$ cat src/hw/rtl/pfx_eval_pkg.sv
// ----------------------------------------------------------------------------
// pfx_eval_pkg
// Types, codes and helpers shared by the postfix evaluator files.
// ----------------------------------------------------------------------------
package pfx_eval_pkg;

  localparam int unsigned OpW     = 3;
  localparam int unsigned StatusW = 3;
  localparam int unsigned ValW    = 32;

  typedef enum logic [OpW-1:0] {
    OP_NUM = 3'd0,
    OP_ADD = 3'd1,
    OP_SUB = 3'd2,
    OP_MUL = 3'd3,
    OP_DIV = 3'd4
  } op_e;

  typedef enum logic [StatusW-1:0] {
    ST_OK      = 3'd0,
    ST_DIVZERO = 3'd1,
    ST_UNDER   = 3'd2,
    ST_OVER    = 3'd3,
    ST_BADEND  = 3'd4
  } status_e;

  typedef enum logic [2:0] {
    S_IDLE = 3'd0,
    S_EXEC = 3'd1,
    S_ITER = 3'd2,
    S_FIN  = 3'd3,
    S_OUT  = 3'd4
  } state_e;

  // saturate a sign and magnitude pair to signed 32 bits
  function automatic logic [ValW-1:0] sat_mag(input logic neg, input logic [63:0] mag);
    logic [ValW-1:0] res;
    if (neg) begin
      if (mag >= 64'h0000_0000_8000_0000) res = 32'h8000_0000;
      else res = (~mag[ValW-1:0]) + 32'd1;
    end else begin
      if (mag > 64'h0000_0000_7FFF_FFFF) res = 32'h7FFF_FFFF;
      else res = mag[ValW-1:0];
    end
    return res;
  endfunction

endpackage

$ cat src/hw/rtl/postfix_expression_evaluator_core.sv
// ----------------------------------------------------------------------------
// postfix_expression_evaluator_core
// Postfix evaluator on an operand stack, signed fixed point arithmetic.
// ----------------------------------------------------------------------------
// Usage:
//   Slave stream takes one token per transaction: tuser is the token kind,
//   tdata the Q16.16 operand for a number, tlast marks the final token.
//   Master stream returns one result per token: tuser is the status, tdata
//   the top of stack, tlast the final verdict of the expression.
// Sequencing:
//   Number, add, subtract and any token after an error: execute, then output.
//   Multiply: execute, the 32 steps of the shift-add loop, finish, then output.
//   Divide: execute, the restoring divide loop, finish, then output.
//   Both loops share one 33-bit add/subtract unit.
//   s_axis_tready_o is high only while no token is in work.
// Reset:
//   Depth, sticky error and operator flag clear; stack memory is not cleared.
//   No transaction is pending on the master side after reset.
// Stall:
//   A result waits in the output register until taken; the next token is
//   still accepted, its result waits until the register is free.
// ----------------------------------------------------------------------------
module postfix_expression_evaluator_core import pfx_eval_pkg::*; #(
  parameter int unsigned STACK_DEPTH = 16,
  parameter int unsigned FRAC_BITS   = 16
) (
  input  logic        clk_i,
  input  logic        rst_ni,
  input  logic        s_axis_tvalid_i,
  output logic        s_axis_tready_o,
  input  logic [31:0] s_axis_tdata_i,   // number
  input  logic [2:0]  s_axis_tuser_i,   // operation
  input  logic        s_axis_tlast_i,   // last
  output logic        m_axis_tvalid_o,
  input  logic        m_axis_tready_i,
  output logic [31:0] m_axis_tdata_o,   // top_value
  output logic [2:0]  m_axis_tuser_o,   // status
  output logic        m_axis_tlast_o    // done_res
);

  localparam int unsigned DW    = $clog2(STACK_DEPTH + 1);
  localparam int unsigned AW    = $clog2(STACK_DEPTH);
  localparam int unsigned QW    = 32 + FRAC_BITS;
  localparam int unsigned ACC_W = QW + 33;
  localparam int unsigned CW    = $clog2(QW);

  state_e             state_q, state_d;
  logic [DW-1:0]      depth_q, depth_d;
  status_e            err_q, err_d;
  logic               prev_q, prev_d;
  logic [31:0]        top_q, top_d;
  logic [2:0]         op_q;
  logic [31:0]        num_q;
  logic               last_q;
  logic               div_q, div_d;
  logic               neg_q, neg_d;
  logic [ACC_W-1:0]   acc_q, acc_d;
  logic [31:0]        opnd_q, opnd_d;
  logic [CW-1:0]      cnt_q, cnt_d;
  logic               m_valid_q, m_valid_d;
  logic [31:0]        m_data_q;
  logic [2:0]         m_user_q;
  logic               m_last_q;

  logic               ram_we;
  logic [AW-1:0]      ram_waddr;
  logic [31:0]        ram_wdata;
  logic [AW-1:0]      ram_raddr;
  logic [31:0]        ram_rdata;

  logic               in_fire;
  logic               out_load;
  logic [2:0]         out_status;
  logic [DW-1:0]      depth_m2;
  logic [31:0]        mag_a, mag_b;
  logic [32:0]        sum_ab, dif_ab;
  logic [32:0]        add_x;
  logic [33:0]        add_res;
  logic [32:0]        hi_new;
  logic [64:0]        mul_t;
  logic               qbit;
  logic [31:0]        new_rem;
  logic [ACC_W-1:0]   step_next;
  logic [63:0]        fin_mag;
  logic [31:0]        fin_res;

  pfx_eval_ram #(
    .WIDTH (32),
    .DEPTH (STACK_DEPTH)
  ) u_stack (
    .clk_i   (clk_i),
    .we_i    (ram_we),
    .waddr_i (ram_waddr),
    .wdata_i (ram_wdata),
    .raddr_i (ram_raddr),
    .rdata_o (ram_rdata)
  );

  assign depth_m2  = depth_q - DW'(2);
  assign ram_raddr = depth_m2[AW-1:0];
  assign in_fire   = s_axis_tvalid_i & s_axis_tready_o;

  // operands: a from memory, b is the cached top
  assign mag_a  = ram_rdata[31] ? (~ram_rdata + 32'd1) : ram_rdata;
  assign mag_b  = top_q[31] ? (~top_q + 32'd1) : top_q;
  assign sum_ab = {ram_rdata[31], ram_rdata} + {top_q[31], top_q};
  assign dif_ab = {ram_rdata[31], ram_rdata} - {top_q[31], top_q};

  // shared add/subtract unit for the multiply and divide loops
  assign add_x   = div_q ? acc_q[QW+31:QW-1] : {1'b0, acc_q[63:32]};
  assign add_res = div_q ? ({1'b0, add_x} - {2'b00, opnd_q})
                         : ({1'b0, add_x} + {2'b00, opnd_q});
  assign hi_new  = acc_q[0] ? add_res[32:0] : add_x;
  assign mul_t   = {hi_new, acc_q[31:0]};
  assign qbit    = ~add_res[33];
  assign new_rem = qbit ? add_res[31:0] : add_x[31:0];
  assign step_next = div_q ? {1'b0, new_rem, acc_q[QW-2:0], qbit}
                           : ACC_W'(mul_t[64:1]);

  assign fin_mag = div_q ? 64'(acc_q[QW-1:0]) : (acc_q[63:0] >> FRAC_BITS);
  assign fin_res = sat_mag(neg_q, fin_mag);

  always_comb begin
    out_status = err_q;
    if (last_q && (err_q == ST_OK) && ((depth_q != DW'(1)) || !prev_q)) begin
      out_status = ST_BADEND;
    end
  end

  always_ff @(posedge clk_i or negedge rst_ni) begin
    if (!rst_ni) begin
      state_q   <= S_IDLE;
      depth_q   <= '0;
      err_q     <= ST_OK;
      prev_q    <= 1'b0;
      m_valid_q <= 1'b0;
    end else begin
      state_q   <= state_d;
      depth_q   <= depth_d;
      err_q     <= err_d;
      prev_q    <= prev_d;
      m_valid_q <= m_valid_d;
    end
  end

  always_ff @(posedge clk_i) begin
    top_q  <= top_d;
    div_q  <= div_d;
    neg_q  <= neg_d;
    acc_q  <= acc_d;
    opnd_q <= opnd_d;
    cnt_q  <= cnt_d;
    if (in_fire) begin
      op_q   <= s_axis_tuser_i;
      num_q  <= s_axis_tdata_i;
      last_q <= s_axis_tlast_i;
    end
    if (out_load) begin
      m_data_q <= (depth_q != '0) ? top_q : 32'd0;
      m_user_q <= out_status;
      m_last_q <= last_q;
    end
  end

  always_comb begin
    state_d         = state_q;
    depth_d         = depth_q;
    err_d           = err_q;
    prev_d          = prev_q;
    top_d           = top_q;
    div_d           = div_q;
    neg_d           = neg_q;
    acc_d           = acc_q;
    opnd_d          = opnd_q;
    cnt_d           = cnt_q;
    ram_we          = 1'b0;
    ram_waddr       = depth_m2[AW-1:0];
    ram_wdata       = fin_res;
    out_load        = 1'b0;
    s_axis_tready_o = 1'b0;

    unique case (state_q)
      S_IDLE: begin
        s_axis_tready_o = 1'b1;
        if (s_axis_tvalid_i) begin
          state_d = S_EXEC;
        end
      end
      S_EXEC: begin
        state_d = S_OUT;
        prev_d  = (op_q >= 3'(OP_ADD)) && (op_q <= 3'(OP_DIV));
        neg_d   = ram_rdata[31] ^ top_q[31];
        if (err_q == ST_OK) begin
          unique case (op_q) inside
            OP_NUM: begin
              if (depth_q >= DW'(STACK_DEPTH)) begin
                err_d = ST_OVER;
              end else begin
                ram_we    = 1'b1;
                ram_waddr = depth_q[AW-1:0];
                ram_wdata = num_q;
                top_d     = num_q;
                depth_d   = depth_q + DW'(1);
              end
            end
            OP_ADD, OP_SUB: begin
              if (depth_q < DW'(2)) begin
                err_d = ST_UNDER;
              end else begin
                if (op_q == OP_ADD) begin
                  ram_wdata = (sum_ab[32] != sum_ab[31])
                              ? (sum_ab[32] ? 32'h8000_0000 : 32'h7FFF_FFFF)
                              : sum_ab[31:0];
                end else begin
                  ram_wdata = (dif_ab[32] != dif_ab[31])
                              ? (dif_ab[32] ? 32'h8000_0000 : 32'h7FFF_FFFF)
                              : dif_ab[31:0];
                end
                ram_we  = 1'b1;
                top_d   = ram_wdata;
                depth_d = depth_q - DW'(1);
              end
            end
            OP_MUL: begin
              if (depth_q < DW'(2)) begin
                err_d = ST_UNDER;
              end else begin
                acc_d   = ACC_W'(mag_b);
                opnd_d  = mag_a;
                div_d   = 1'b0;
                cnt_d   = CW'(31);
                state_d = S_ITER;
              end
            end
            OP_DIV: begin
              if (depth_q < DW'(2)) begin
                err_d = ST_UNDER;
              end else if (top_q == 32'd0) begin
                err_d = ST_DIVZERO;
              end else begin
                acc_d   = ACC_W'(mag_a) << FRAC_BITS;
                opnd_d  = mag_b;
                div_d   = 1'b1;
                cnt_d   = CW'(QW - 1);
                state_d = S_ITER;
              end
            end
            default: begin
              err_d = ST_BADEND;
            end
          endcase
        end
      end
      S_ITER: begin
        acc_d = step_next;
        if (cnt_q == '0) begin
          state_d = S_FIN;
        end else begin
          cnt_d = cnt_q - CW'(1);
        end
      end
      S_FIN: begin
        ram_we  = 1'b1;
        top_d   = fin_res;
        depth_d = depth_q - DW'(1);
        state_d = S_OUT;
      end
      S_OUT: begin
        if (!m_valid_q || m_axis_tready_i) begin
          out_load = 1'b1;
          state_d  = S_IDLE;
          if (last_q) begin
            depth_d = '0;
            err_d   = ST_OK;
            prev_d  = 1'b0;
          end
        end
      end
      default: begin
        state_d = S_IDLE;
      end
    endcase
  end

  always_comb begin
    m_valid_d = m_valid_q;
    if (out_load) begin
      m_valid_d = 1'b1;
    end else if (m_axis_tready_i) begin
      m_valid_d = 1'b0;
    end
  end

  assign m_axis_tvalid_o = m_valid_q;
  assign m_axis_tdata_o  = m_data_q;
  assign m_axis_tuser_o  = m_user_q;
  assign m_axis_tlast_o  = m_last_q;

endmodule

$ cat src/hw/rtl/pfx_eval_ram.sv
// ----------------------------------------------------------------------------
// pfx_eval_ram
// Generic single write port, single read port RAM with registered read.
// ----------------------------------------------------------------------------
module pfx_eval_ram #(
  parameter int unsigned WIDTH = 32,
  parameter int unsigned DEPTH = 16
) (
  input  logic                     clk_i,
  input  logic                     we_i,
  input  logic [$clog2(DEPTH)-1:0] waddr_i,
  input  logic [WIDTH-1:0]         wdata_i,
  input  logic [$clog2(DEPTH)-1:0] raddr_i,
  output logic [WIDTH-1:0]         rdata_o
);

  logic [WIDTH-1:0] mem_q [DEPTH];
  logic [WIDTH-1:0] rdata_q;

  always_ff @(posedge clk_i) begin
    if (we_i) begin
      mem_q[waddr_i] <= wdata_i;
    end
    rdata_q <= mem_q[raddr_i];
  end

  assign rdata_o = rdata_q;

endmodule

$ cat config.mk
export PLATFORM = sky130hd
export DESIGN_NAME = postfix_expression_evaluator_core
export DESIGN_NICKNAME = d
export VERILOG_FILES = /design/src/hw/rtl/pfx_eval_pkg.sv /design/src/hw/rtl/postfix_expression_evaluator_core.sv /design/src/hw/rtl/pfx_eval_ram.sv
export SDC_FILE = /design/constraint.sdc
export NUM_CORES = 2
export LEC_CHECK = 0
export ABC_AREA = 1
export BUFFER_PORTS_ARGS = -buffer_cell sky130_fd_sc_hd__buf_2
export CAP_MARGIN = 40
export CELL_PAD_IN_SITES_DETAIL_PLACEMENT = 0
export CELL_PAD_IN_SITES_GLOBAL_PLACEMENT = 1
export CORE_MARGIN = 10
export CORE_UTILIZATION = 25
export CTS_CLUSTER_SIZE = 8
export DETAILED_ROUTE_END_ITERATION = 10
export PLACE_DENSITY_LB_ADDON = 0.1
export SKIP_CTS_REPAIR_TIMING = 1
export SYNTH_ARGS = -nofsm -noshare
export SYNTH_HDL_FRONTEND = slang
export SYNTH_SLANG_ARGS = --single-unit
$ cat constraint.sdc
create_clock -name clk_i -period 7.6 [get_ports clk_i]
set_input_delay 0.38 -clock clk_i [delete_from_list [all_inputs] [get_ports clk_i]]
set_output_delay 0.38 -clock clk_i [all_outputs]
set_load 0.005 [all_outputs]
==> metrics.yaml <==
grt:
  grt_pass1_wl_um: 276000
  first_global_vias: 36100
  grt_max_degree: 148
  grt_use_total_pct: 19.6
  antenna_found_initial: 7
  overflow: 0
placed_design:
  gp_congestion: 0.871
  io_buffers: 77
  pre_cts_ws_ns: 2.08
  dp_hpwl_um: 141000
sta:
  rsz0062_at_grt: "no"
  final.setup.tns_ns: 0
  max_freq_ghz: 0.179
  maxSlewViolCount: 0
  finalSetupViolCount: 0
  fin_crit_ns: 5.58
  holdWs_ns: 0.273
  period_share_pct: 73.4
  hold_viol_final: 0
  worst_pin_slew_ns: 0.992
  skew_ns: 0.0912
  setup_slack_ns: 2.02
  relSlewSlack_pct: 33.3
floorplanning:
  die_w_um: 439
  rows: 153
  die_area_um2: 193000
  start_util_pct: 25.2
  die_y_um: 439
  ioPinCount: 78
  core_area_um2: 174000
setup_path:
  cp_data_required_time_ns: 8.06
  worst-path-buf-inv: 3
  slowest_stage: "o21ai_0"
  crit_type: "flip-flop to flip-flop"
  arrival_ns: 6.04
  worstPathMaxFanout: 92
  path_cells: "buf_12 -> inv_4 -> nand2_1 -> o2111ai_1 -> nor2_1 -> nand2_1 -> nor2_1 -> nand3_2 -> nor2_4 -> inv_2 -> o21ai_0 -> nand2_1 -> nand2_1"
  timing.rr.start: "div_q"
  path_delay_family: "simple AND/OR/NAND/NOR gates"
  worstSetupEndpointType: "flip-flop"
  cp_slowest_stage_delay_ns: 0.76
  worstSetupStartpoint: "div_q"
  crit_top_cell: "nand2_1"
  cp-start-kind: "flip-flop"
drt:
  post_drt_via_cell_ratio: 4.87
  drtIter0Drc: 3066
  drt-pass1-iter-count: 5
  route.detailed.drc: 0
  avgRoutedWirePerCell_um: 26.2
  ant_nets: 0
  num_vias: 36300
  wirelength_um: 195000
clock_network:
  clk_pin_slew_worst_paths_ns: 0.06
  ctsHtreeMaxLevel: 3
  cts.sinks: 781
  clk_latency_ns: 0.78
  cts_tree: "built"
  clockRootBuffer: "clkbuf_16"
  cts_inserted_buffers: 110
  cts_buffer_depth: 3
synthesis:
  ys_ff_latch: 781
  ys.flop_type: "edfxtp_1"
  ys_seq_area_share_pct: 52.6
  avgSynthCellArea_um2: 8.85
  syn_inst: 4955
  ys_async_sr_fraction_pct: 1.66
  syn_nets: 5105
  synth.distinct_cells: 66
  yosysWarnings: 0
  syn_area_um2: 43800
  synth_edf_count: 736
cells_and_area:
  n_fill_cell: 18700
  fin_nets: 5178
  drive_above_1_share_pct: 8.96
  fin_util_pct: 29.1
  areaGrowthSynthToFinish_pct: 15.8
job:
  max_cap_viol_count: 0
power_and_ir_drop:
  internal-power_mw: 11.1
  peakVddDrop_mv: 0.275
  combPwrFrac_pct: 48.3
  switching_power_mw: 10.5
  power_density_nw_per_um2: 425
  clkPwrFrac_pct: 22.2
  seq_power_share_pct: 29.6
  power_leakage_nw: 19.6
  switching_share_pct: 48.4
hold_path:
  hp-class: "input port to asynchronous set/reset pin"
status:
  status: "complete, no violations"
[through the flow]
step	total power [mW]	cell area, um2	instances
final	21.6	50800	7439
after global routing	22.9	50800	7438
after CTS	21.8	50400	7399
after detailed placement	16.8	47100	7202
after global placement	16.9	46700	7183
after floorplan	12.3	43800	4955
[Yosys cell counts, drive strengths merged (32+ instances only)]
library cell,count,area (um2)
xnor2,35,307
xor2,136,1190
edfxtp,736,22100
nand2,1205,4670
o221ai,109,955
ha,107,1340
clkbuf,166,623
a21oi,196,1050
dfxtp,32,641
inv,420,1580
o21ai,530,2660
nor2,658,2560
nand4,41,263
o22ai,52,325
buf,75,523
o211ai,38,285
nor3,56,315
nand3,207,1050
[power groups by stage]
stage,Clock (mW),Combinational (mW),Sequential (mW)
2_1_floorplan,0,6.31,5.98
3_3_place_gp,0,10.4,6.51
3_5_place_dp,0,10.4,6.47
4_1_cts,4.94,10.4,6.39
5_1_grt,5.09,11.4,6.41
6_report,4.78,10.4,6.38
[final cells by class]
| type | count | area (um2) | area share (%) |
|---|---|---|---|
| antenna | 1 | 2.50 | 0.00493 |
| clock buffer | 183 | 3040 | 5.98 |
| sequential | 781 | 23100 | 45.5 |
| clock inverter | 14 | 259 | 0.510 |
| inverter | 425 | 1610 | 3.18 |
| tap | 2325 | 2910 | 5.73 |
| timing repair buffer | 202 | 1670 | 3.28 |
| multi-input combinational | 3508 | 18200 | 35.9 |
[state kept, by name, indices dropped and copies added, names as in the netlist]
| name | cells |
|---|---|
| u_stack.mem_q | 512 |
| acc_q | 80 |
| m_axis_tdata_o | 32 |
| num_q | 32 |
| opnd_q | 32 |
| top_q | 32 |
| u_stack.rdata_o | 32 |
| cnt_q | 6 |
| depth_q | 5 |
| err_q | 3 |
| m_axis_tuser_o | 3 |
| op_q | 3 |
| state_q | 3 |
| div_q | 1 |
| last_q | 1 |
| m_axis_tlast_o | 1 |
| m_axis_tvalid_o | 1 |
| neg_q | 1 |
| prev_q | 1 |
[path summary, 6_finish.rpt]
kind,end,slack [ns],cells after the start
min reg2reg,m_axis_tuser_o[0],0.50,0
min in group clk_i,num_q[31],0.31,2
max reg2reg,u_stack.mem_q[7][10],2.02,13
min,depth_q[4],0.27,2
max in group asynchronous,depth_q[0],6.99,2
max,u_stack.mem_q[7][10],2.02,13
[cells in the final DEF, fill, tap and decap left out, types with 11 or more instances in the layout]
cell type / netlist / layout
a21boi_0: 13 / 12
a21oi_1: 184 / 184
buf_2: 27 / 81
buf_4: 23 / 64
clkbuf_1: 166 / 72
clkbuf_16: 0 / 110
dfrtp_1: 13 / 11
dfxtp_1: 32 / 32
dlygate4sd3_1: 0 / 39
edfxtp_1: 736 / 736
ha_1: 107 / 106
inv_1: 393 / 390
inv_2: 25 / 26
nand2_1: 1158 / 1157
nand2_2: 42 / 43
nand3_1: 205 / 205
nand4_1: 40 / 40
nor2_1: 636 / 613
nor2_2: 17 / 22
nor2_4: 4 / 22
nor3_1: 49 / 48
nor4_1: 12 / 12
o211ai_1: 38 / 38
o21ai_0: 482 / 482
o21ai_1: 47 / 46
o21bai_1: 23 / 23
o221ai_1: 109 / 109
o22ai_1: 52 / 52
or2_2: 14 / 13
xnor2_1: 35 / 35
xor2_1: 136 / 136
[worst register-to-register path, stage by stage (launching register included)]
cell	delay [ns]
edfxtp_1	0.37
buf_12	0.36
inv_4	0.51
nand2_1	0.36
o2111ai_1	0.17
nor2_1	0.27
nand2_1	0.08
nor2_1	0.12
nand3_2	0.61
nor2_4	0.66
inv_2	0.27
o21ai_0	0.77
nand2_1	0.11
nand2_1	0.59
[kinds of logic (layout without fill, tap and decap cells)]
family / Yosys count / after routing / share of synthesized area [%]
mux: 3 / 3 / 0.0685
other cells: 0 / 1 / 0
buf+inv: 666 / 824 / 6.26
fa+ha+maj: 110 / 110 / 3.19
compound gates: 1012 / 1012 / 13.6
xor+xnor: 171 / 171 / 3.42
flops: 781 / 781 / 52.6
simple gates: 2212 / 2212 / 20.9
[per-layer routing]
| metal | routed length [um] | vias up | global-route usage (%) |
|---|---|---|---|
| met2 | 90200 | 891 | 32.0 |
| met4 | 5510 | 2 | 5.36 |
| met5 | 13 | - | 0 |
| met3 | 7520 | 196 | 2.31 |
| li1 | - | 17100 | - |
| met1 | 91800 | 18000 | 27.3 |
(Power assumes the default switching activity.)
